<file path="config.mk">
export PLATFORM = sky130hd
export DESIGN_NAME = i2c_master_register_transfer
export DESIGN_NICKNAME = d
export VERILOG_FILES = /design/src/i2cmrt_pkg.sv /design/src/i2c_master_register_transfer.sv
export SDC_FILE = /design/constraint.sdc
export NUM_CORES = 1
export LEC_CHECK = 0
export BUFFER_PORTS_ARGS = -buffer_cell sky130_fd_sc_hd__buf_4
export CAP_MARGIN = 15
export CELL_PAD_IN_SITES_DETAIL_PLACEMENT = 0
export CELL_PAD_IN_SITES_GLOBAL_PLACEMENT = 1
export CORE_AREA = 8 8 115 117
export DETAILED_ROUTE_END_ITERATION = 8
export DIE_AREA = 0 0 123 125
export PLACE_DENSITY_LB_ADDON = 0.1
export SYNTH_ARGS = -nofsm -noshare
export SYNTH_HDL_FRONTEND = slang
export SYNTH_SLANG_ARGS = --single-unit
</file>
<file path="constraint.sdc">
create_clock -name i_clk -period 2.7 [get_ports i_clk]
set_input_delay 0.135 -clock i_clk [delete_from_list [all_inputs] [get_ports i_clk]]
set_output_delay 0.135 -clock i_clk [all_outputs]
set_load 0.02 [all_outputs]
</file>
<file path="src/i2cmrt_pkg.sv">
`timescale 1ns / 1ps
// Shared types and constants for the I2C register transfer master.
// No dependencies; imported by the top level.
package i2cmrt_pkg;

    localparam int unsigned CFG_W = 8;
    localparam logic [CFG_W-1:0] ACK_POLL_LIMIT_RST = 8'd250;

    // item function codes
    typedef enum logic [1:0] {
        FUNC_TICK     = 2'd0,
        FUNC_START_WR = 2'd1,
        FUNC_START_RD = 2'd2,
        FUNC_SUPPLY   = 2'd3
    } t_func;

    localparam logic [7:0] ADDR_RD_BIT = 8'h01;
    localparam logic [3:0] BITS_PER_BYTE = 4'd8;

endpackage

</file>
<file path="src/i2c_master_register_transfer.sv">
`timescale 1ns / 1ps
// A result word is registered and appears in the cycle after its input word is accepted.
// Throughput: one input word per cycle; input ready drops only while the
// output register holds a word that is not taken in the same cycle.
// Reset (i_rst_n low, synchronous): bus idle, internal SCL and SDA state high,
// ack poll limit back to 250, no result pending.
// Top level of the I2C register transfer master; uses i2cmrt_pkg.
module i2c_master_register_transfer
    import i2cmrt_pkg::*;
(
    input  logic       i_clk,
    input  logic       i_rst_n,
    input  logic       i_cfg_we,
    input  logic [7:0] i_cfg_data,
    input  logic       i_in_valid,
    output logic       o_in_ready,
    input  logic [1:0] i_func,
    input  logic [6:0] i_dev_addr,
    input  logic [7:0] i_reg_addr,
    input  logic [7:0] i_byte_count,
    input  logic [7:0] i_wr_byte,
    input  logic       i_sda_in,
    output logic       o_out_valid,
    input  logic       i_out_ready,
    output logic       o_scl_level,
    output logic       o_sda_level,
    output logic       o_sda_released,
    output logic [7:0] o_rd_byte,
    output logic       o_rd_valid,
    output logic       o_byte_wanted,
    output logic       o_done_res,
    output logic       o_nack_error,
    output logic       o_busy_res
);

    typedef enum logic [4:0] {
        PH_IDLE, PH_ST0, PH_ST1, PH_TXL, PH_TXH, PH_AKL, PH_AKH, PH_WANT,
        PH_RS0, PH_RS1, PH_RS2, PH_RBL, PH_RBH, PH_MAL, PH_MAH,
        PH_P0, PH_P1, PH_P2
    } t_phase;

    typedef enum logic [1:0] {
        STG_ADDR_W, STG_REG, STG_DATA, STG_ADDR_R
    } t_stage;

    logic [7:0] r_ack_poll_limit;

    t_phase     r_phase, n_phase;
    t_stage     r_stage, n_stage;
    logic [3:0] r_bit_count, n_bit_count;
    logic [7:0] r_shift_reg, n_shift_reg;
    logic [7:0] r_bytes_left, n_bytes_left;
    logic [7:0] r_poll_count, n_poll_count;
    logic [6:0] r_target_addr, n_target_addr;
    logic [7:0] r_register_addr, n_register_addr;
    logic       r_is_read, n_is_read;
    logic [7:0] r_pending_byte, n_pending_byte;
    logic       r_pending_valid, n_pending_valid;
    logic       r_err_flag, n_err_flag;
    logic       r_line_scl, n_line_scl;
    logic       r_line_sda, n_line_sda;
    logic       r_line_rel, n_line_rel;

    logic       n_rd_valid, n_done, n_nerr;
    logic [7:0] n_rd_byte;

    logic       r_out_valid;
    logic       r_o_scl, r_o_sda, r_o_rel, r_o_rd_valid, r_o_wanted;
    logic       r_o_done, r_o_nerr, r_o_busy;
    logic [7:0] r_o_rd_byte;

    logic       accept;
    logic       last_byte;

    assign o_in_ready = !r_out_valid || i_out_ready;
    assign accept     = i_in_valid && o_in_ready;
    assign last_byte  = (r_bytes_left <= 8'd1);

    always_comb begin
        n_phase         = r_phase;
        n_stage         = r_stage;
        n_bit_count     = r_bit_count;
        n_shift_reg     = r_shift_reg;
        n_bytes_left    = r_bytes_left;
        n_poll_count    = r_poll_count;
        n_target_addr   = r_target_addr;
        n_register_addr = r_register_addr;
        n_is_read       = r_is_read;
        n_pending_byte  = r_pending_byte;
        n_pending_valid = r_pending_valid;
        n_err_flag      = r_err_flag;
        n_line_scl      = r_line_scl;
        n_line_sda      = r_line_sda;
        n_line_rel      = r_line_rel;
        n_rd_valid      = 1'b0;
        n_rd_byte       = 8'd0;
        n_done          = 1'b0;
        n_nerr          = 1'b0;

        unique case (t_func'(i_func))
            FUNC_TICK: begin
                unique case (r_phase)
                    PH_IDLE: begin
                    end
                    PH_ST0: begin
                        {n_line_scl, n_line_sda, n_line_rel} = 3'b110;
                        n_phase = PH_ST1;
                    end
                    PH_ST1: begin
                        {n_line_scl, n_line_sda, n_line_rel} = 3'b100;
                        n_shift_reg = {r_target_addr, 1'b0};
                        n_bit_count = '0;
                        n_stage     = STG_ADDR_W;
                        n_phase     = PH_TXL;
                    end
                    PH_TXL: begin
                        {n_line_scl, n_line_sda, n_line_rel} = {1'b0, r_shift_reg[7], 1'b0};
                        n_phase = PH_TXH;
                    end
                    PH_TXH: begin
                        {n_line_scl, n_line_sda, n_line_rel} = {1'b1, r_shift_reg[7], 1'b0};
                        n_shift_reg = {r_shift_reg[6:0], 1'b0};
                        n_bit_count = r_bit_count + 4'd1;
                        n_phase     = (n_bit_count >= BITS_PER_BYTE) ? PH_AKL : PH_TXL;
                    end
                    PH_AKL: begin
                        {n_line_scl, n_line_sda, n_line_rel} = 3'b011;
                        n_poll_count = '0;
                        n_phase      = PH_AKH;
                    end
                    PH_AKH: begin
                        {n_line_scl, n_line_sda, n_line_rel} = 3'b111;
                        if (!i_sda_in) begin
                            unique case (r_stage)
                                STG_ADDR_W: begin
                                    n_shift_reg = r_register_addr;
                                    n_bit_count = '0;
                                    n_stage     = STG_REG;
                                    n_phase     = PH_TXL;
                                end
                                STG_REG: begin
                                    if (r_is_read) begin
                                        n_phase = PH_RS0;
                                    end else begin
                                        n_phase = (r_bytes_left != '0) ? PH_WANT : PH_P0;
                                    end
                                end
                                STG_DATA: begin
                                    n_phase = (r_bytes_left != '0) ? PH_WANT : PH_P0;
                                end
                                STG_ADDR_R: begin
                                    if (r_bytes_left != '0) begin
                                        n_bit_count = '0;
                                        n_shift_reg = '0;
                                        n_phase     = PH_RBL;
                                    end else begin
                                        n_phase = PH_P0;
                                    end
                                end
                            endcase
                        end else if (r_poll_count >= r_ack_poll_limit) begin
                            // ack timeout: abort with STOP
                            n_err_flag = 1'b1;
                            n_phase    = PH_P0;
                        end else begin
                            n_poll_count = r_poll_count + 8'd1;
                        end
                    end
                    PH_WANT: begin
                        {n_line_scl, n_line_sda, n_line_rel} = 3'b000;
                        if (r_pending_valid) begin
                            n_pending_valid = 1'b0;
                            if (r_bytes_left != '0) begin
                                n_bytes_left = r_bytes_left - 8'd1;
                            end
                            n_shift_reg = r_pending_byte;
                            n_bit_count = '0;
                            n_stage     = STG_DATA;
                            n_phase     = PH_TXL;
                        end
                    end
                    PH_RS0: begin
                        {n_line_scl, n_line_sda, n_line_rel} = 3'b010;
                        n_phase = PH_RS1;
                    end
                    PH_RS1: begin
                        {n_line_scl, n_line_sda, n_line_rel} = 3'b110;
                        n_phase = PH_RS2;
                    end
                    PH_RS2: begin
                        {n_line_scl, n_line_sda, n_line_rel} = 3'b100;
                        n_shift_reg = {r_target_addr, 1'b0} | ADDR_RD_BIT;
                        n_bit_count = '0;
                        n_stage     = STG_ADDR_R;
                        n_phase     = PH_TXL;
                    end
                    PH_RBL: begin
                        {n_line_scl, n_line_sda, n_line_rel} = 3'b011;
                        n_phase = PH_RBH;
                    end
                    PH_RBH: begin
                        {n_line_scl, n_line_sda, n_line_rel} = 3'b111;
                        n_shift_reg = {r_shift_reg[6:0], i_sda_in};
                        n_bit_count = r_bit_count + 4'd1;
                        if (n_bit_count >= BITS_PER_BYTE) begin
                            n_rd_valid = 1'b1;
                            n_rd_byte  = n_shift_reg;
                            n_phase    = PH_MAL;
                        end else begin
                            n_phase = PH_RBL;
                        end
                    end
                    PH_MAL: begin
                        // master ACK, NACK on the last byte
                        {n_line_scl, n_line_sda, n_line_rel} = {1'b0, last_byte, 1'b0};
                        n_phase = PH_MAH;
                    end
                    PH_MAH: begin
                        {n_line_scl, n_line_sda, n_line_rel} = {1'b1, last_byte, 1'b0};
                        if (r_bytes_left != '0) begin
                            n_bytes_left = r_bytes_left - 8'd1;
                        end
                        if (n_bytes_left != '0) begin
                            n_bit_count = '0;
                            n_shift_reg = '0;
                            n_phase     = PH_RBL;
                        end else begin
                            n_phase = PH_P0;
                        end
                    end
                    PH_P0: begin
                        {n_line_scl, n_line_sda, n_line_rel} = 3'b000;
                        n_phase = PH_P1;
                    end
                    PH_P1: begin
                        {n_line_scl, n_line_sda, n_line_rel} = 3'b100;
                        n_phase = PH_P2;
                    end
                    PH_P2: begin
                        {n_line_scl, n_line_sda, n_line_rel} = 3'b110;
                        n_done          = 1'b1;
                        n_nerr          = r_err_flag;
                        n_err_flag      = 1'b0;
                        n_pending_valid = 1'b0;
                        n_phase         = PH_IDLE;
                    end
                    default: begin
                        {n_line_scl, n_line_sda, n_line_rel} = 3'b110;
                        n_phase = PH_IDLE;
                    end
                endcase
            end
            FUNC_START_WR, FUNC_START_RD: begin
                if (r_phase == PH_IDLE) begin
                    n_target_addr   = i_dev_addr;
                    n_register_addr = i_reg_addr;
                    n_bytes_left    = i_byte_count;
                    n_is_read       = (t_func'(i_func) == FUNC_START_RD);
                    n_pending_valid = 1'b0;
                    n_err_flag      = 1'b0;
                    n_poll_count    = '0;
                    n_bit_count     = '0;
                    n_shift_reg     = '0;
                    n_stage         = STG_ADDR_W;
                    n_phase         = PH_ST0;
                end
            end
            FUNC_SUPPLY: begin
                // a newer byte replaces one not yet sent
                if (r_phase != PH_IDLE && !r_is_read) begin
                    n_pending_byte  = i_wr_byte;
                    n_pending_valid = 1'b1;
                end
            end
        endcase
    end

    always_ff @(posedge i_clk) begin
        if (!i_rst_n) begin
            r_ack_poll_limit <= ACK_POLL_LIMIT_RST;
            r_phase          <= PH_IDLE;
            r_stage          <= STG_ADDR_W;
            r_bit_count      <= '0;
            r_shift_reg      <= '0;
            r_bytes_left     <= '0;
            r_poll_count     <= '0;
            r_target_addr    <= '0;
            r_register_addr  <= '0;
            r_is_read        <= 1'b0;
            r_pending_valid  <= 1'b0;
            r_err_flag       <= 1'b0;
            r_line_scl       <= 1'b1;
            r_line_sda       <= 1'b1;
            r_line_rel       <= 1'b0;
            r_out_valid      <= 1'b0;
        end else begin
            if (i_cfg_we) begin
                r_ack_poll_limit <= i_cfg_data;
            end
            if (accept) begin
                r_phase         <= n_phase;
                r_stage         <= n_stage;
                r_bit_count     <= n_bit_count;
                r_shift_reg     <= n_shift_reg;
                r_bytes_left    <= n_bytes_left;
                r_poll_count    <= n_poll_count;
                r_target_addr   <= n_target_addr;
                r_register_addr <= n_register_addr;
                r_is_read       <= n_is_read;
                r_pending_valid <= n_pending_valid;
                r_err_flag      <= n_err_flag;
                r_line_scl      <= n_line_scl;
                r_line_sda      <= n_line_sda;
                r_line_rel      <= n_line_rel;
                r_out_valid     <= 1'b1;
            end else if (i_out_ready) begin
                r_out_valid <= 1'b0;
            end
        end
    end

    // payload registers, no reset
    always_ff @(posedge i_clk) begin
        if (accept) begin
            r_pending_byte <= n_pending_byte;
            r_o_scl        <= n_line_scl;
            r_o_sda        <= n_line_sda;
            r_o_rel        <= n_line_rel;
            r_o_rd_byte    <= n_rd_byte;
            r_o_rd_valid   <= n_rd_valid;
            r_o_wanted     <= (n_phase == PH_WANT) && !n_pending_valid;
            r_o_done       <= n_done;
            r_o_nerr       <= n_nerr;
            r_o_busy       <= (n_phase != PH_IDLE);
        end
    end

    assign o_out_valid    = r_out_valid;
    assign o_scl_level    = r_o_scl;
    assign o_sda_level    = r_o_sda;
    assign o_sda_released = r_o_rel;
    assign o_rd_byte      = r_o_rd_byte;
    assign o_rd_valid     = r_o_rd_valid;
    assign o_byte_wanted  = r_o_wanted;
    assign o_done_res     = r_o_done;
    assign o_nack_error   = r_o_nerr;
    assign o_busy_res     = r_o_busy;

endmodule

</file>
# Word level (Yosys, flattened, before mapping)
# Index checks and enable logic that the tools add are counted.
dict set report word_totals {
  latch_bits 0
  n_memories 0
  output_inout_bits 18
  word_cells 173
  rom_bits 0
  ff_bits 89
  in_bits 47
  ramBits 0
}
dict set report op_classes {
  eq_ne 40
  bitwise_logic 0
  n_reduce_logical 36
  muxes 65
  div 0
  n_addsub 3
  multipliers 0
  n_lt_le_gt_ge 3
  shifts 0
}
# op count
set ops {}
lappend ops {{8-bit two-way mux} 12}
lappend ops {{8-bit case mux with 2 select lines} 6}
lappend ops {{5-bit case mux with 16 select lines} 1}
lappend ops {{8-bit case mux with 7 select lines} 1}
lappend ops {{5-bit by 4-bit equality test with 1-bit output, second input constant} 8}
lappend ops {{4-bit two-way mux} 7}
lappend ops {{5-bit by 3-bit equality test with 1-bit output, second input constant} 5}
lappend ops {{5-bit two-way mux} 4}
lappend ops {{4-bit case mux with 5 select lines} 1}
lappend ops {{5-bit case mux with 4 select lines} 1}
lappend ops {{3-bit inequality test, second input constant} 6}
lappend ops {{9-bit AND reduction} 2}
lappend ops {{4-bit case mux with 2 select lines} 2}
lappend ops {{8-bit nonzero test} 2}
lappend ops {{1-bit two-way mux} 13}
lappend ops {{3-bit two-way mux} 4}
lappend ops {{6-bit AND reduction} 2}
lappend ops {{2-bit OR reduction} 6}
lappend ops {{5-bit by 2-bit equality test with 1-bit output, second input constant} 2}
lappend ops {{5-bit equality test, second input constant} 2}
lappend ops {{5-bit case mux with 2 select lines} 1}
lappend ops {{5-bit nonzero test} 2}
lappend ops {{3-bit by 1-bit inequality test with 1-bit output, second input constant} 3}
lappend ops {{3-bit AND reduction} 3}
lappend ops {{34 further kinds} 51}

# Logic depth before layout (Yosys ltp)
# Gate-level depths: netlist of the first run.
dict set report depth {
  ltp_word 10
  ltp_mapped 10
  mapped_depth_nobuf 8
}

# Worst setup path after synthesis of the first run
# Ideal clock, no wire load.
dict set report synth_timing {
  path_type {register -> register}
  start {register r_ack_poll_limit[2]}
  end {register r_poll_count[6]}
  path_stages_with_launch 10
  path_buffers 1
  slack_ns 0.284
  arrival_ns 2.344
  cell_sequence {dfxtp_1 inv_1 ha_1 or4_1 a21oi_1 o31ai_1 o211a_1 clkbuf_1 or4_1 a21oi_1}
}
dict set report synth_via {
  elab_chain_cells 3
}
# item line
set synth_rtl {}
lappend synth_rtl {{start, declared} i2c_master_register_transfer.sv:46} ;# logic [7:0] r_ack_poll_limit;
lappend synth_rtl {{start signal, assigned} i2c_master_register_transfer.sv:298} ;# r_ack_poll_limit <= i_cfg_data;
lappend synth_rtl {{8-bit greater-or-equal comparator} i2c_master_register_transfer.sv:161} ;# end else if (r_poll_count >= r_ack_poll_limit) begin
lappend synth_rtl {{3-bit inequality test (no line)} n/a}
lappend synth_rtl {{6-bit AND reduction (no line)} n/a}
lappend synth_rtl {{end signal, assigned} i2c_master_register_transfer.sv:306} ;# r_poll_count <= n_poll_count;
lappend synth_rtl {{end, declared} i2c_master_register_transfer.sv:53} ;# logic [7:0] r_poll_count, n_poll_count;
# Every way passes these cells.
# A chain may end at the register's enable or synchronous reset.

# Final worst setup path of the first run
dict set report layout_timing {
  start {register r_bytes_left[0]}
  end {register r_bit_count[0]}
}
dict set report layout_via {
  elab_chain_cells 7
}
# item line
set layout_rtl {}
lappend layout_rtl {{start, declared} i2c_master_register_transfer.sv:52} ;# logic [7:0] r_bytes_left, n_bytes_left;
lappend layout_rtl {{start signal, assigned} i2c_master_register_transfer.sv:305} ;# r_bytes_left <= n_bytes_left;
lappend layout_rtl {{8-bit by 1-bit subtractor with 8-bit output / 8-bit nonzero test (equally long branches)} {i2c_master_register_transfer.sv:221, i2c_master_register_transfer.sv:152, i2c_master_register_transfer.sv:220}}
lappend layout_rtl {{8-bit two-way mux} n/a}
lappend layout_rtl {{8-bit two-way mux} i2c_master_register_transfer.sv:102} ;# unique case (r_phase)
lappend layout_rtl {{8-bit two-way mux} i2c_master_register_transfer.sv:100} ;# unique case (t_func'(i_func))
lappend layout_rtl {{8-bit nonzero test} i2c_master_register_transfer.sv:223} ;# if (n_bytes_left != '0) begin
lappend layout_rtl {{3-bit inequality test (no line)} n/a}
lappend layout_rtl {{9-bit AND reduction (no line) (*)} n/a}
lappend layout_rtl {{end signal, assigned} i2c_master_register_transfer.sv:303} ;# r_bit_count <= n_bit_count;
lappend layout_rtl {{end, declared} i2c_master_register_transfer.sv:50} ;# logic [3:0] r_bit_count, n_bit_count;
# Mark *: on every way between the ends. The rest lies on a longest branch, timed or not. The select of a mux whose other input is x is not followed.

==> results of run 1 <==
[area by class of cell]
class                   instances  area [µm²]  share of cell area
multi-input cells             416        2740               0.443
flip-flops and latches         89        2020               0.327
repair buffers                105         823               0.133
clock buffers                  10         229              0.0370
well taps                     147         184              0.0297
inverters                      25        93.8              0.0152
clock inverters                 6        91.3              0.0148
[synth_stat cells (5+ instances only)]
| cell | count |
|---|---|
| nand2b_1 | 13 |
| a22o_1 | 7 |
| a221o_1 | 7 |
| nor3_1 | 7 |
| o21ai_0 | 28 |
| a21oi_1 | 37 |
| a211oi_1 | 6 |
| o21a_1 | 5 |
| nand2_1 | 59 |
| nor2_1 | 52 |
| mux2i_1 | 30 |
| a31oi_1 | 6 |
| inv_1 | 22 |
| and2_1 | 12 |
| ha_1 | 16 |
| or4_1 | 7 |
| o31ai_1 | 14 |
| edfxtp_1 | 24 |
| o211ai_1 | 9 |
| nand4_1 | 5 |
| nor3b_1 | 5 |
| clkbuf_1 | 27 |
| nand3_1 | 22 |
| dfxtp_1 | 65 |
[logic make-up (layout without fill, tap and decap cells)]
family	Yosys count	count (layout)	synth area share
simple gates	213	213	0.217
compound gates	150	150	0.207
flops	89	89	0.411
buf+inv	60	146	0.0491
mux	32	32	0.0656
fa+ha+maj	16	16	0.0407
xor+xnor	5	5	0.00891
[metal layers]
layer | vias to the layer above | wire [µm] | GRT usage
met2 | 115 | 6420 | 0.281
met1 | 2145 | 6520 | 0.251
met3 | 19 | 743 | 0.0401
met5 | - | 0 | 0
met4 | 0 | 237 | 0.0716
li1 | 2227 | - | -
[path summary, 6_finish.rpt]
check / from / endpoint / cells past startpoint / slack, ns
hold / removal: i_cfg_data[5] / r_ack_poll_limit[5] / 3 / 0.004
setup reg to reg: r_bytes_left[0] / r_bit_count[0] / 10 / 0.08
hold reg to reg: r_err_flag / r_err_flag / 2 / 0.48
setup / recovery: r_bytes_left[0] / r_bit_count[0] / 10 / 0.08
[worst max-delay path, stage by stage (launching register included)]
cell and delay (ns):
dfxtp_1 0.31, inv_1 0.16, ha_4 0.18, or4b_4 0.51
o2111ai_2 0.22, o2bb2a_4 0.18, nor4_2 0.05, buf_4 0.14
or3b_1 0.40, buf_12 0.17, a31o_1 0.21
[placed cells by master (no fill, tap or decap), drive strengths merged, types with 4 or more instances in the layout]
cell and n:
clkinv 5, nand4 5, o21ai 30, ha 16
clkbuf 10, mux2i 30, a21oi 37, nor3 7
o21a 5, a31oi 6, and3 4, inv 24
dfxtp 65, nor3b 5, nand2 60, a211oi 6
a22o 7, a211o 4, buf 96, o211ai 9
and2 12, o31ai 14, dlygate4sd3 9, nand2b 13
nor2 53, nor2b 4, or4 7, a221o 7
nor4 5, edfxtp 24, nand3 22
[power by group]
group	leakage [nW]	switching, mW	internal [mW]
combinational	1.56	0.433	0.328
sequential	0.759	0.0401	1.43
clock	0.157	0.538	0.818
[per-stage QoR]
step                      instances  setup WS [ns]
final                           798         0.0823
after global routing            798        -0.0348
after CTS                       798         0.0185
after detailed placement        773        -0.0137
after global placement          773          0.109
after floorplan                 565          0.284
[what timing repair did]
action	4_1_cts	5_1_grt
pin swaps	0	1
endpoints found under the setup margin	1	19
hold buffers	9	0
hold endpoints to repair	9	0
resized for setup	1	16
==> impl_results.md, run 1 <==
* Clk_lat worst skew at roughly 0.35 ns
* Setup bufs post-CTS at 0
* Number of global-route vias before repair at around 4,500
* Placer Congestion at roughly 0.9
* Final instance area at approximately 6200 µm²
* Io pins at 65
* Reg clk slew, reported paths at 0.07 ns
* Max cap viols at 0
* Most used DFF post-synth: dfxtp_1
* Setup TNS Final at 0 ns
* CTS tree: built
* Wirelength, routed at about 14,000 µm
* Yosys top cell area share at 0.265
* Largest net degree at the start of global routing at 35
* Fin crit period at ~2.6 ns
* Min-Delay Path Class: primary input to flip-flop
* FP Rows at 40
* Part of the cycle the worst path needs at 0.970
* Initial Util at 0.423
* GRT Util Overall at 0.185
* Port buffer count at 64
* CTS Root Cell: clkbuf_16
* Max Clock Skew at ~0.0095 ns
* DRC at 0
* GR Overflow Total at 0
* Worst Max-Slew Pin Slew at 0.831 ns
* Cells after synthesis at approximately 570
* Setup violators final at 0
* Final net count at between 700 and 800
* Cell Area, Placed at about 5700 µm²
* Core Util, Final at 0.533
* Final ANT Viol Nets at 0
* Final Max Tran Viols at 0
* Syn_nets at ~630
* Fill cell count at 1,098
* Mapped cell area at about 4900 µm²
* Core area at approximately 12,000 µm²
* Vias/cell at approximately 5.6
* First-pass GRT wire length at about 23,000 µm
* Initial drt markers at 270
* Fmax at roughly 380 MHz
* Total design power at 3.59 mW
* Ys async rst share at 0
* Fin Hold WS at approximately 0.0044 ns
* Die Width at roughly 120 µm
* Max clock buf depth at 2
* Run status: completed
* DR pass1 iterations at 4
* Worst Path Arrival at roughly 2.9 ns
* Final hold vios at 0
* Die footprint at 15,400 µm²
* Share of cells above drive strength 1 at 0.204
* Dominant cells by area after synthesis: dfxtp_1, edfxtp_1, mux2i_1, nand2_1, ha_1
* HPWL Detailed at approximately 10,000 µm
* Routed via count at between 4,000 and 5,000
* Slew headroom at 0.444
* FF+latch count, synth at between 80 and 90
* Post-synth EDFFs at 24
* CTS sink cnt at between 80 and 90
* Initial antenna violation count at 0
* Die extent in y at ~130 µm
* CP startpoint kind: flip-flop
* CTS Buf Count at 9
* Count of cell types in the netlist at 70
* Ys Warns at 0
* VDD IR-drop max at between 300 and 400 µV
* Post-synthesis sequential area ratio at 0.411
* P&R area growth vs syn at 25.8%
* WL/cell at around 17 µm
* P per Cell Area at 580 nW/µm²
* Max FO, Critical Path at 11
* Average size of a mapped cell at between 8 and 9 µm²
* WS Path Type: flip-flop to flip-flop
* Synth area leader: dfxtp_1
* CP Capture Type: flip-flop
* H-tree depth at 3
* Inserted Diodes at 0
* WP data required at just under 3 ns
* P_leak at about 2.5 nW
Power figures use the tool's default switching activity.
==> run 2: changes to the inputs <==
--- a/config.mk
+++ b/config.mk
@@ -5,13 +5,14 @@
 export SDC_FILE = /design/constraint.sdc
 export NUM_CORES = 1
 export LEC_CHECK = 0
+export ABC_AREA = 1
 export BUFFER_PORTS_ARGS = -buffer_cell sky130_fd_sc_hd__buf_4
 export CAP_MARGIN = 15
 export CELL_PAD_IN_SITES_DETAIL_PLACEMENT = 0
 export CELL_PAD_IN_SITES_GLOBAL_PLACEMENT = 1
-export CORE_AREA = 8 8 115 117
+export CORE_AREA = 8 8 121 123
 export DETAILED_ROUTE_END_ITERATION = 8
-export DIE_AREA = 0 0 123 125
+export DIE_AREA = 0 0 129 131
 export PLACE_DENSITY_LB_ADDON = 0.1
 export SYNTH_ARGS = -nofsm -noshare
 export SYNTH_HDL_FRONTEND = slang
==> run 2 against run 1 <==
Net effect:
- first-iteration DRC count is 49% higher
- combinational power is 8.7% higher
- largest cell class unchanged
- clock skew is 0.00078 ns lower
- clock-buffer cell count stayed put
- synthesized cell count is 27% higher
- sequential share of layout area is 1.0 points lower
- total power is 4.3% higher
- clock power hardly changed
- worst setup slack better by 0.54 ns
- critical path type unchanged
- final area is 3.2% higher
- critical endpoint is now o_byte_wanted
==> impl_results.md, run 2 <==
* DRC at 0 (unchanged)
* Wirelength, routed at 14,600 µm (+4.7%)
* CTS sink cnt at 89 (unchanged)
* Mapped cell area at 5190 µm² (+5.5%)
* CTS Root Cell: clkbuf_16
* WL/cell at 14.8 µm (-15%)
* CP Buf/Inv Count at 2 (-1)
* Average size of a mapped cell at 7.22 µm² (-17%)
* Core area at 12,900 µm² (+11%)
* CTS Buf Count at 9 (unchanged)
* WS Path Type: flip-flop to flip-flop
* FP Rows at 42 (+5.0%)
* Run status: completed
* DR pass1 iterations at 5 (+1)
* Fin crit period at 2.07 ns (-0.543 ns)
* Slew headroom at 0.520 (+0.0766)
* Commonest non-fill, non-tap cell in the layout: nand2_1
* Crit-path cells: inv_2 > nor2_4 > inv_2 > nor2_4 > o31ai_1 > o211ai_1 > nand2_1 > o21ai_0 > nand3b_1 > nor2_1
* Most frequent cells in the layout: nand2_1, nor2_1, inv_1
* Syn_nets at 781 (+24%)
* P_leak at 2.90 nW (+17%)
* Inserted Diodes at 0 (unchanged)
* Part of the cycle the worst path needs at 0.768 (-0.201)
* Worst Max-Slew Pin Slew at 0.719 ns (-0.113 ns)
* Synth top cells by count: nand2_1, nor2_1, inv_1
* Sequential power share at 0.407 (-0.003)
* Comb pwr share at 0.221 (+0.009)
* P per Cell Area at 586 nW/µm² (+1.1%)
* Synth area leader: dfxtp_1
* Ys async rst share at 0 (unchanged)
* Initial drt markers at 403 (+49%)
* Final net count at 865 (+22%)
* Routed via count at 4,878 (+8.3%)
* Share of cells above drive strength 1 at 0.180 (-0.0246)
* Clk_lat worst skew at 0.35 ns (about the same)
* Initial Util at 0.403 (-0.0206)
* Cells after synthesis at 718 (+27%)
* Max clock buf depth at 2 (unchanged)
* Post-synth EDFFs at 24 (unchanged)
* Most used DFF post-synth: dfxtp_1
* Worst Path Arrival at 2.29 ns (-0.58 ns)
* Net Sw Power at 1.16 mW (+15%)
* P&R area growth vs syn at 23.0%
* Largest net degree at the start of global routing at 39 (+11%)
* Internal power at 2.58 mW (+0.26%)
* Final ANT Viol Nets at 0 (unchanged)
* Io pins at 65 (unchanged)
* Die footprint at 16,900 µm² (+9.9%)
* CP delay by family, top: simple AND/OR/NAND/NOR gates
* Vias/cell at 4.96 (-12%)
* Final worst slack at 0.626 ns (+0.543 ns)
* Port buffer count at 64 (unchanged)
* Max Clock Skew at 0.00876 ns (-0.000783 ns)
* RSZ-0062 raised after global routing: no
* Final hold vios at 0 (unchanged)
* Post-place setup slack at 0.647 ns (+0.661 ns)
* CP Capture Type: flip-flop
* Fmax at 482 MHz (+26%)
* Max cap viols at 0 (unchanged)
* FF+latch count, synth at 89 (unchanged)
* CP startpoint kind: flip-flop
* Setup violators final at 0 (unchanged)
* WP data required at 2.91 ns (-0.04 ns)
* Die extent in y at 131 µm (+4.8%)
* Number of global-route vias before repair at 4,694 (+3.8%)
* Worst path slowest cell: dfxtp_1
* Post-synthesis sequential area ratio at 0.390 (-0.0214)
* Reg clk slew, reported paths at 0.07 ns (about the same)
* Ys Warns at 0 (unchanged)
* Count of cell types in the netlist at 45 (-36%)
* Most common cell in the netlist: nand2_1
* VDD IR-drop max at 326 µV (+5.4%)
* Dominant cells by area after synthesis: dfxtp_1, edfxtp_1, nand2_1, nor2_1, o21ai_0
* Die Width at 129 µm (+4.9%)
* HPWL Detailed at 10,800 µm (+7.5%)
* First-pass GRT wire length at 23,600 µm (+3.4%)
* Setup bufs post-CTS at 0 (unchanged)
* Final Max Tran Viols at 0 (unchanged)
* Clock Power Share at 0.371 (-0.007)
* Fin Hold WS at 0.0110 ns (+0.00656 ns)
* Placer Congestion at 0.893 (-3.2%)
* Switching part of the total power at 0.310 (+0.0279)
* Max FO, Critical Path at 12 (+1)
* H-tree depth at 3 (unchanged)
* Min-Delay Path Class: primary input to flip-flop
* Yosys top cell area share at 0.251 (-0.0138)
* Initial antenna violation count at 0 (unchanged)
* Setup TNS Final at 0 ns (unchanged)
* GRT Util Overall at 0.180 (-0.00536)
* CTS tree: built
* Critical path's largest stage delay at 0.42 ns (-0.09 ns)
* GR Overflow Total at 0 (unchanged)
-- run 2: cell count changes in the layout (fill, tap and decap cells not counted), sizes merged, moves of 10 or more --
| cell | delta |
|---|---|
| nand2b | -13 |
| nand3 | +17 |
| o21ai | +35 |
| nand2 | +101 |
| and2 | -11 |
| nand4 | +10 |
| inv | +71 |
| a21oi | +14 |
| o31ai | -12 |
| buf | -24 |
| nor2 | +68 |
| dlygate4sd3 | +14 |
| mux2i | -30 |
-- run 2: path summary, 6_finish.rpt --
| kind | from | end | slack, ns | cells after the start |
|---|---|---|---|---|
| setup / recovery | r_phase[1] | o_byte_wanted | 0.63 | 10 |
| hold / removal | i_dev_addr[4] | r_target_addr[4] | 0.01 | 3 |
| setup reg to reg | r_phase[1] | o_byte_wanted | 0.63 | 10 |
| hold reg to reg | r_register_addr[3] | r_register_addr[3] | 0.46 | 2 |
-- run 2: repair_timing --
action,4_1_cts,5_1_grt
hold endpoints to repair,23,0
hold buffers,23,0
gates resized for setup,0,0
-- run 2: stage by stage --
step           cells  power [mW]   util  instance area [µm²]
5_1_grt          983        3.93  0.496                 6380
3_3_place_gp     944        2.35  0.453                 5830
6_report         983        3.74  0.496                 6380
2_1_floorplan    718        2.11      -                 5190
4_1_cts          983        3.76  0.496                 6380
3_5_place_dp     944        2.35  0.453                 5830
-- run 2: cell families after synthesis --
kind of cell,Yosys count,synth area share
and+or+nand+nor,359,0.333
xor gates and xnor gates,5,0.00844
buffers and inverters,117,0.0921
adders and majority gates,16,0.0386
AOI/OAI and AO/OA,132,0.138
DFF,89,0.390
-- run 2: worst reg2reg max path, delay by kind of cell (launching register included) --
family                 cells  cell delay, ns
buffers and inverters      2            0.21
AO/OA/AOI/OAI              3            0.50
AND/OR/NAND/NOR            5            0.80
flip-flops                 1            0.42
-- run 2: power by group through the flow --
stage          Clock, mW  Sequential [mW]  Combinational, mW
2_1_floorplan          0             1.55              0.560
3_3_place_gp           0             1.55              0.794
3_5_place_dp           0             1.55              0.799
4_1_cts             1.41             1.52              0.830
5_1_grt             1.46             1.54              0.932
6_report            1.39             1.52              0.827
-- run 2: final cells by class --
type	count	area [µm²]
Clock buffer	10	229
Clock inverter	6	91.3
Fill cell	1330	6490
Inverter	95	359
Multi-Input combinational cell	512	2690
Sequential cell	89	2020
Tap cell	176	220
Timing Repair Buffer	95	771
-- run 2: routing by layer --
| metal | share of wire | GRT usage |
|---|---|---|
| met5 | 0 | 0 |
| met1 | 0.48 | 0.238 |
| met2 | 0.45 | 0.286 |
| met4 | 0.018 | 0.0705 |
| met3 | 0.052 | 0.0321 |
==> run 3: changes to the inputs <==
==> constraint.sdc (replaced) <==
create_clock -name i_clk -period 2.1 [get_ports i_clk]
set_input_delay 0.105 -clock i_clk [delete_from_list [all_inputs] [get_ports i_clk]]
set_output_delay 0.105 -clock i_clk [all_outputs]
set_load 0.02 [all_outputs]
==> run 3 against run 2 <==
Net effect:
- final cell count is 3.4% higher
- total power is 28% higher
- routed wire length is 2.3% higher
- flip-flop and latch count stayed put
- clock-buffer cell count stayed put
- sequential share of layout area is 1.5 points lower
- first-iteration DRC count is 29% lower
- final area is 5.5% higher
- core utilization is 2.7 points higher
- fmax is 5.8% higher
- worst setup slack worse by 0.49 ns
- largest cell class unchanged
==> impl_results.md, run 3 (synthesis results as in run 2) <==
* Final worst slack at 0.138 ns (-0.487 ns)
* Wirelength, routed at 14,900 µm (+2.3%)
* Largest net degree at the start of global routing at 39 (unchanged)
* GR Overflow Total at 0 (unchanged)
* Commonest non-fill, non-tap cell in the layout: nand2_1
* Met1 Track Usage GR at 0.241 (+0.00327)
* Post-place setup slack at 0.0385 ns (-0.608 ns)
* First-pass GRT wire length at 24,300 µm (+2.8%)
* Most frequent cells in the layout: nand2_1, nor2_1, buf_4
* DR pass1 iterations at 5 (unchanged)
* Area of the multi-input gates at 2790 µm² (+3.7%)
* Worst Path Arrival at 2.21 ns (-0.08 ns)
* Max cap viols at 0 (unchanged)
* Final ANT Viol Nets at 0 (unchanged)
* Setup violators final at 0 (unchanged)
* Fin crit period at 1.96 ns (-0.113 ns)
* FP Rows at 42 (unchanged)
* P&R area growth vs syn at 29.8%
* GR Layer Usage met3 at 0.0365 (+0.00446)
* Hold Path Depth at 3 (unchanged)
* Reg2Reg Depth at 12 (+2)
* HPWL Detailed at 10,900 µm (+0.13%)
* P per Cell Area at 709 nW/µm² (+21%)
* Number of global-route vias before repair at 4,906 (+4.5%)
* Final hold vios at 0 (unchanged)
* H-tree depth at 3 (unchanged)
* Io pins at 65 (unchanged)
* Initial drt markers at 288 (-29%)
* Vias/cell at 4.95 (-0.17%)
* Total design power at 4.77 mW (+28%)
* CTS sink cnt at 89 (unchanged)
* Reg clk slew, reported paths at 0.07 ns (about the same)
* Fmax at 510 MHz (+5.8%)
* VDD IR-drop max at 394 µV (+21%)
* Part of the cycle the worst path needs at 0.934 (+0.166)
* WL/cell at 14.7 µm (-0.99%)
* Final Max Tran Viols at 0 (unchanged)
* Initial antenna violation count at 0 (unchanged)
* GRT Util Overall at 0.183 (+0.00275)
* DRC at 0 (unchanged)
* Max Clock Skew at 0.0113 ns (+0.00254 ns)
* Met2 Usage GRT at 0.295 (+0.00862)
* WS Path Type: flip-flop to flip-flop
* Die extent in y at 131 µm (unchanged)
* Fill cell count at 1,282 (-3.6%)
* Reg area at 2040 µm² (+0.68%)
* Most Crowded Layer GR: met2
* Final net count at 898 (+3.8%)
* Initial Util at 0.403 (unchanged)
* Max FO, Critical Path at 8 (-4)
* Share of cells above drive strength 1 at 0.232 (+0.0525)
* Min-Delay Path Class: primary input to flip-flop
* Setup TNS Final at 0 ns (unchanged)
* WP data required at 2.35 ns (-0.56 ns)
* Routed via count at 5,033 (+3.2%)
* Die Width at 129 µm (unchanged)
* Inserted Diodes at 0 (unchanged)
* Run status: completed
* Max clock buf depth at 2 (unchanged)
* Die footprint at 16,900 µm² (unchanged)
* Core area at 12,900 µm² (unchanged)
* Worst Max-Slew Pin Slew at 0.554 ns (-0.164 ns)
* CP Capture Type: flip-flop
* Port buffer count at 64 (unchanged)
* CP startpoint kind: flip-flop
* Slew headroom at 0.630 (+0.109)
* Placer Congestion at 0.941 (+5.3%)
* CTS Root Cell: clkbuf_16
* CTS Buf Count at 9 (unchanged)
* P_leak at 3.04 nW (+4.8%)
* CTS tree: built
* Clk_lat worst skew at 0.35 ns (about the same)
## run 3: path summary, 6_finish.rpt
path	from	slack, ns	endpoint
worst max register to register	r_phase[2]	0.14	r_bit_count[1]
worst min register to register	r_ack_poll_limit[2]	0.47	r_ack_poll_limit[2]
worst max-delay path	r_phase[2]	0.14	r_bit_count[1]
worst min-delay path	i_byte_count[7]	0.03	r_bytes_left[7]
## run 3: metrics by stage
step	cell area, µm²	hold WS, ns	instances	utilization
after floorplan	5190	0.204	718	-
after global placement	5990	0.283	964	0.465
after detailed placement	5990	0.285	964	0.465
after CTS	6590	0.0216	1010	0.512
after global routing	6730	0.0322	1016	0.523
final	6730	0.0296	1016	0.523
## run 3: routing by layer
| layer | wire (µm) | vias up | share of wire |
|---|---|---|---|
| met3 | 670 | 23 | 0.045 |
| met1 | 7180 | 2295 | 0.48 |
| li1 | - | 2592 | - |
| met5 | 0 | - | 0 |
| met2 | 6810 | 123 | 0.46 |
| met4 | 265 | 0 | 0.018 |
## run 3: critical path: stages (launching register included)
cell,delay [ns]
dfxtp_1,0.41
inv_2,0.11
nor2_4,0.13
nand2_4,0.13
nor2_4,0.20
buf_4,0.14
nor3_2,0.04
buf_4,0.15
nor2_8,0.14
buf_4,0.17
nand4_1,0.11
nand2_1,0.08
nor2_1,0.04
## run 3: area by class of cell
class | instances | share of cell area
Clock buffer | 10 | 0.0340
Tap cell | 176 | 0.0327
Inverter | 95 | 0.0537
Multi-Input combinational cell | 514 | 0.414
Timing Repair Buffer | 126 | 0.154
Clock inverter | 6 | 0.00985
Sequential cell | 89 | 0.302
## run 3: timing repair
item / CTS / global route
hold buffers: 30 / 0
setup endpoints to repair: 0 / 16
hold endpoints to repair: 30 / 0
gates resized for setup: 0 / 32
setup buffers: 0 / 4
## run 3: power breakdown
part	switching (mW)	total [mW]	internal, mW	leakage, nW
registers	0.0807	1.97	1.89	0.768
clock network	0.712	1.64	0.928	0.137
logic	0.715	1.16	0.450	2.13
